**src/sv/pcb_pkg.sv**
```systemverilog
// Shared constants and types for the piece completion bitmap
`timescale 1ns / 1ps

package pcb_pkg;

  // fixed field widths
  localparam int unsigned TOTAL_W = 23;
  localparam int unsigned IDX_W   = 16;
  localparam int unsigned DONE_W  = 13;
  localparam int unsigned OP_W    = 2;

  // operation codes
  localparam logic [OP_W-1:0] OP_CLEAR = 2'd0;
  localparam logic [OP_W-1:0] OP_SET   = 2'd1;
  localparam logic [OP_W-1:0] OP_TEST  = 2'd2;

  // control state of the tracker
  typedef enum logic {
    ST_RUN,
    ST_CLEAR
  } state_e;

endpackage

```
**src/sv/pcb_div.sv**
```systemverilog
// Division by the fixed piece size: reciprocal multiply, then remainder, each step registered
`timescale 1ns / 1ps

module pcb_div #(
  parameter int unsigned DIVISOR = 1024
) (
  input  logic                                clk_i,
  input  logic                                rst_ni,
  input  logic                                start_i,
  input  logic [pcb_pkg::TOTAL_W-1:0]         dividend_i,
  output logic                                busy_o,
  output logic [pcb_pkg::TOTAL_W-1:0]         quot_o,
  output logic [$clog2(DIVISOR + 1)-1:0]      rem_o
);

  localparam int unsigned REM_W  = $clog2(DIVISOR + 1);
  localparam int unsigned SHIFT  = pcb_pkg::TOTAL_W + $clog2(DIVISOR);
  localparam int unsigned RCP_W  = pcb_pkg::TOTAL_W + 1;
  localparam int unsigned PROD_W = pcb_pkg::TOTAL_W + RCP_W;
  // rounded-up reciprocal, exact for every dividend of TOTAL_W bits
  localparam logic [63:0] SCALE  = 64'd1 << SHIFT;
  localparam logic [63:0] RECIP  = (SCALE + 64'(DIVISOR) - 64'd1) / 64'(DIVISOR);

  logic [pcb_pkg::TOTAL_W-1:0] num_q, num_d;
  logic [pcb_pkg::TOTAL_W-1:0] quot_q, quot_d;
  logic [REM_W-1:0]            rem_q, rem_d;
  logic                        quot_pend_q, quot_pend_d;
  logic                        rem_pend_q, rem_pend_d;
  logic [PROD_W-1:0]           prod;
  logic [pcb_pkg::TOTAL_W-1:0] back;

  // quotient by reciprocal multiply, then remainder by multiply-back and subtract
  always_comb begin
    prod        = PROD_W'(num_q) * PROD_W'(RECIP);
    back        = quot_q * pcb_pkg::TOTAL_W'(DIVISOR);
    num_d       = num_q;
    quot_d      = quot_q;
    rem_d       = rem_q;
    quot_pend_d = 1'b0;
    rem_pend_d  = 1'b0;
    if (start_i) begin
      num_d       = dividend_i;
      quot_pend_d = 1'b1;
    end
    if (quot_pend_q) begin
      quot_d     = pcb_pkg::TOTAL_W'(prod >> SHIFT);
      rem_pend_d = 1'b1;
    end
    if (rem_pend_q) begin
      rem_d = REM_W'(num_q - back);
    end
  end

  // step flags
  always_ff @(posedge clk_i or negedge rst_ni) begin
    if (!rst_ni) begin
      quot_pend_q <= 1'b0;
      rem_pend_q  <= 1'b0;
    end else begin
      quot_pend_q <= quot_pend_d;
      rem_pend_q  <= rem_pend_d;
    end
  end

  // working registers
  always_ff @(posedge clk_i) begin
    num_q  <= num_d;
    quot_q <= quot_d;
    rem_q  <= rem_d;
  end

  assign busy_o = quot_pend_q || rem_pend_q;
  assign quot_o = quot_q;
  assign rem_o  = rem_q;

endmodule

```
**config.mk**
```make
export PLATFORM = sky130hd
export DESIGN_NAME = pcb_div
export DESIGN_NICKNAME = d
export VERILOG_FILES = /design/src/sv/pcb_pkg.sv /design/src/sv/pcb_div.sv
export SDC_FILE = /design/constraint.sdc
export NUM_CORES = 1
export LEC_CHECK = 0
export ABC_AREA = 0
export BUFFER_PORTS_ARGS = -buffer_cell sky130_fd_sc_hd__buf_4
export CORE_MARGIN = 4
export CORE_UTILIZATION = 42
export DETAILED_ROUTE_END_ITERATION = 7
export GPL_TIMING_DRIVEN = 0
export PLACE_DENSITY = 0.73
export SYNTH_ARGS = -nofsm -noshare
export SYNTH_HDL_FRONTEND = slang
export SYNTH_SLANG_ARGS = --single-unit
export TNS_END_PERCENT = 5
```
**constraint.sdc**
```tcl
create_clock -name clk_i -period 0.95 [get_ports clk_i]
set_input_delay 0.0475 -clock clk_i [delete_from_list [all_inputs] [get_ports clk_i]]
set_output_delay 0.0475 -clock clk_i [all_outputs]
set_load 0.02 [all_outputs]
```
# Word-level counts from Yosys, hierarchy flattened

Cells that the tools add are included.

Output and inout bits: 35
Word-level logic and storage cells: 9
Register bits: 49

Mux-type cells: 2
Reductions and logical operators: 1
Add/subtract/negate cells: 1

Operators with widths:

| cell              | count |
|---|---|
| subtractor 11 bit | 1 |
| 2-to-1 mux 1 bit  | 2 |
| logical OR 1 bit  | 1 |

# Logic depth before layout (Yosys ltp)

Depth after elaboration: 1
Depth in mapped cells: 1
Gate-level depth less buffers: 1

# Worst setup path before layout

OpenSTA, ideal clock, no wires.

Path type: register to register
From: register quot_q (netlist bit quot_o[0])
To: register rem_q[10] (netlist: rem_o[10]) (data pin)
Setup slack: 16 ps
Arrival time: 669 ps
Setup time: 265 ps
Stages on the path, launching flop included: 2
Path buffers: 0
Data required time: 685 ps
Cell sequence: edfxtp_1 > xor2_1

Word-level cells in the longest chain between the ends: 1

Ends and longest elaborated chain:

| item                   | RTL line      | text |
|---|---|---|
| start, declared        | pcb_div.sv:25 | `logic [pcb_pkg::TOTAL_W-1:0] quot_q, quot_d;` |
| start signal, assigned | pcb_div.sv:68 | `quot_q <= quot_d;` |
| subtractor 11 bit      | pcb_div.sv:50 | `rem_d = REM_W'(num_q - back);` |
| end signal, assigned   | pcb_div.sv:69 | `rem_q <= rem_d;` |
| end, declared          | pcb_div.sv:26 | `logic [REM_W-1:0] rem_q, rem_d;` |

Every way passes these cells.
A chain may end at the register's enable or synchronous reset.

# Final worst setup path

From: register rem_pend_q
To: output busy_o

Word-level cells in the longest chain between the ends: 1

Ends and longest elaborated chain:

| item                   | RTL line      | text |
|---|---|---|
| start, declared        | pcb_div.sv:28 | `logic rem_pend_q, rem_pend_d;` |
| start signal, assigned | pcb_div.sv:61 | `rem_pend_q <= rem_pend_d;` |
| logical OR 1 bit       | pcb_div.sv:72 | `assign busy_o = quot_pend_q \|\| rem_pend_q;` |
| end, declared          | pcb_div.sv:11 | `output logic busy_o,` |

Every way passes these cells.

==> impl_metrics.ini <==
[timing]
skew_ns = 0.00427
hold_viol = 0
rsz0062_at_grt = true
final-setup-viol-count = 1
drv_slew = 0
fmax_mhz = 887
finalSetupTns_ns = -0.177
period_minus_slack_ns = 1.13
worst_slack_ns = -0.177
fin_crit_sh_pct = 119
hold_ws_ns = 0.0255

[floorplan]
die_h_um = 68.9
die_width_um = 68.9
ios = 61
start_util_pct = 45.2
rows = 21
core_sq_um = 3440
dieArea_sq_um = 4740

[power]
p_int_mw = 3.36
pwr-share-comb_pct = 12.3
pwr-share-clk_pct = 27.5
pwr-share-seq_pct = 60.2
p_sw_mw = 0.981
leakage_nw = 0.980
power.density_nw_per_um2 = 1810
p_sw_share_pct = 22.6
irDropWorstVdd_mv = 1.40

[grt]
grt_antenna_before_repair = 0
track_usage_pct = 13.0
globalRouteOverflowTotal = 0
grt_max_degree = 25
grt_pass1_vias = 863
grt_pass1_wl_um = 4090

[yosys]
synth_edf_count = 47
netlist_top_cells_area = edfxtp_1 91%, buf_4 4.8%, dfrtp_1 3.2%
syn_area_per_cell_sq_um = 25.1
seq_area_frac_synth_pct = 94.0
synth.distinct_cells = 6
ys_warn_count = 0
synth-seq-cells = 49
synth_top_area_share_pct = 90.7
synth_commonest_cells = 47 x edfxtp_1, 10 x buf_4, 2 x dfrtp_1
synth_top_cell_by_area = edfxtp_1
yosysMostFrequentCell = edfxtp_1
syn_area_sq_um = 1560
ys_async_sr_fraction_pct = 4.08
syn_inst = 62
synthFlopType = edfxtp_1

[hold_path]
hp-class = input port to register

[finish]
fillers = 228
nets = 181
areaGrowthSynthToFinish_pct = 54.1
n_antenna_cell = 0
drive_gt1_share_pct = 46.8
fin_cells = 202

[critical_path]
startpoint_type = register
crit_arrival_ns = 1.08
path_cells = or2_1 > buf_6
cp_top_family = flip-flops
required_ns = 0.90
slowest_delay_ns = 0.41
crit_fanout = 2
cp_slowest_cell = dfrtp_2
critPathKind = register to primary output
critPathCaptureType = primary output
critPathBufInv = 1

[clock_network]
numCtsBuffers = 5
clock_latency_ns = 0.30
htree_levels = 2
clock-root-buffer = clkbuf_8
cts_sinks = 49
clk_path_buf_depth = 2
cts_tree = yes
clk_pin_slew_ns = 0.09

[routing]
drc = 0
detailroute.via_count = 816
viasPerCell = 4.04
drtIter0Drc = 37
antenna_left = 0
wl_um = 2700
drt_pass1_iterations = 4
wl_per_cell_um = 13.4

[status]
outcome = finished with violations
violations = setup timing

[placement]
dp_slack_ns = -0.121
io_buffers = 50
placedCellCount = 167
gp_congestion = 0.585

[job]
maxCapViolCount = 0
## through the flow
stage	instance area (sq um)	utilization (%)	total power, mW
floorplan	1590	-	2.85
global placement	2020	58.7	3.08
detailed placement	2020	58.7	3.10
CTS	2380	69.1	4.36
global route	2400	69.6	4.56
finish	2400	69.6	4.35
## worst register-to-register path, cell delays in order, from the launching register on
cell     delay (ns)
dfrtp_2        0.41
buf_4          0.14
buf_6          0.14
## power groups by stage
| stage | sequential [mW] | combinational [mW] | clock [mW] |
|---|---|---|---|
| 2_1_floorplan | 2.78 | 0.0739 | 0 |
| 3_3_place_gp | 2.67 | 0.415 | 0 |
| 3_5_place_dp | 2.68 | 0.420 | 0 |
| 4_1_cts | 2.62 | 0.530 | 1.22 |
| 5_1_grt | 2.63 | 0.574 | 1.35 |
| 6_report | 2.62 | 0.537 | 1.19 |
## registers in the layout (all words and copies together), names as in the netlist
| register | flops |
|---|---|
| num_q | 23 |
| quot_o | 13 |
| rem_pend_q | 1 |
| quot_pend_q | 1 |
| rem_o | 11 |
## area by class of cell
cell class / count / area [sq um] / share of cell area (%)
plain buffers: 10 / 75.1 / 3.13
clock buffers: 5 / 68.8 / 2.87
clock inverters: 3 / 21.3 / 0.888
multi-input cells: 12 / 52.6 / 2.19
flip-flops and latches: 49 / 1460 / 61.1
well taps: 46 / 57.6 / 2.40
repair buffers: 77 / 657 / 27.4
## cells by family after synthesis
logic type | share of synthesized area (%)
XOR/XNOR | 0.563
buffers and inverters | 4.83
flip-flops | 94.0
other | 0.241
AND/OR/NAND/NOR | 0.403
## layout by cell type, fill, tap and decap left out
cell,n
edfxtp_1,47
conb_1,10
clkinvlp_4,1
dfrtp_2,2
buf_4,58
dlygate4sd3_1,24
inv_6,1
or2_1,1
buf_6,5
clkbuf_8,5
clkinv_2,1
xor2_1,1
## timing repair
action                     CTS  global route
gates resized for setup      4             3
cloned                       0             0
setup buffers                2             1
hold buffers                24             0
setup endpoints to repair   26             4
hold endpoints to repair    25             0
## layer usage
metal,wire [um],global-route usage [%]
met2,1550,23.0
met4,56,6.81
met3,201,5.51
met1,894,12.9
met5,0,0
## final timing paths
kind	start	to	slack, ns	cells past startpoint
max	rem_pend_q	busy_o	-0.18	2
max in group asynchronous	rst_ni	quot_pend_q	0.80	2
min in group asynchronous	rst_ni	quot_pend_q	0.06	2
min reg2reg	num_q[16]	quot_o[6]	0.42	0
min	start_i	quot_pend_q	0.03	1
max reg2reg	rem_pend_q	rem_o[0]	0.03	2
Note: power is estimated with default switching activity, not from simulation.
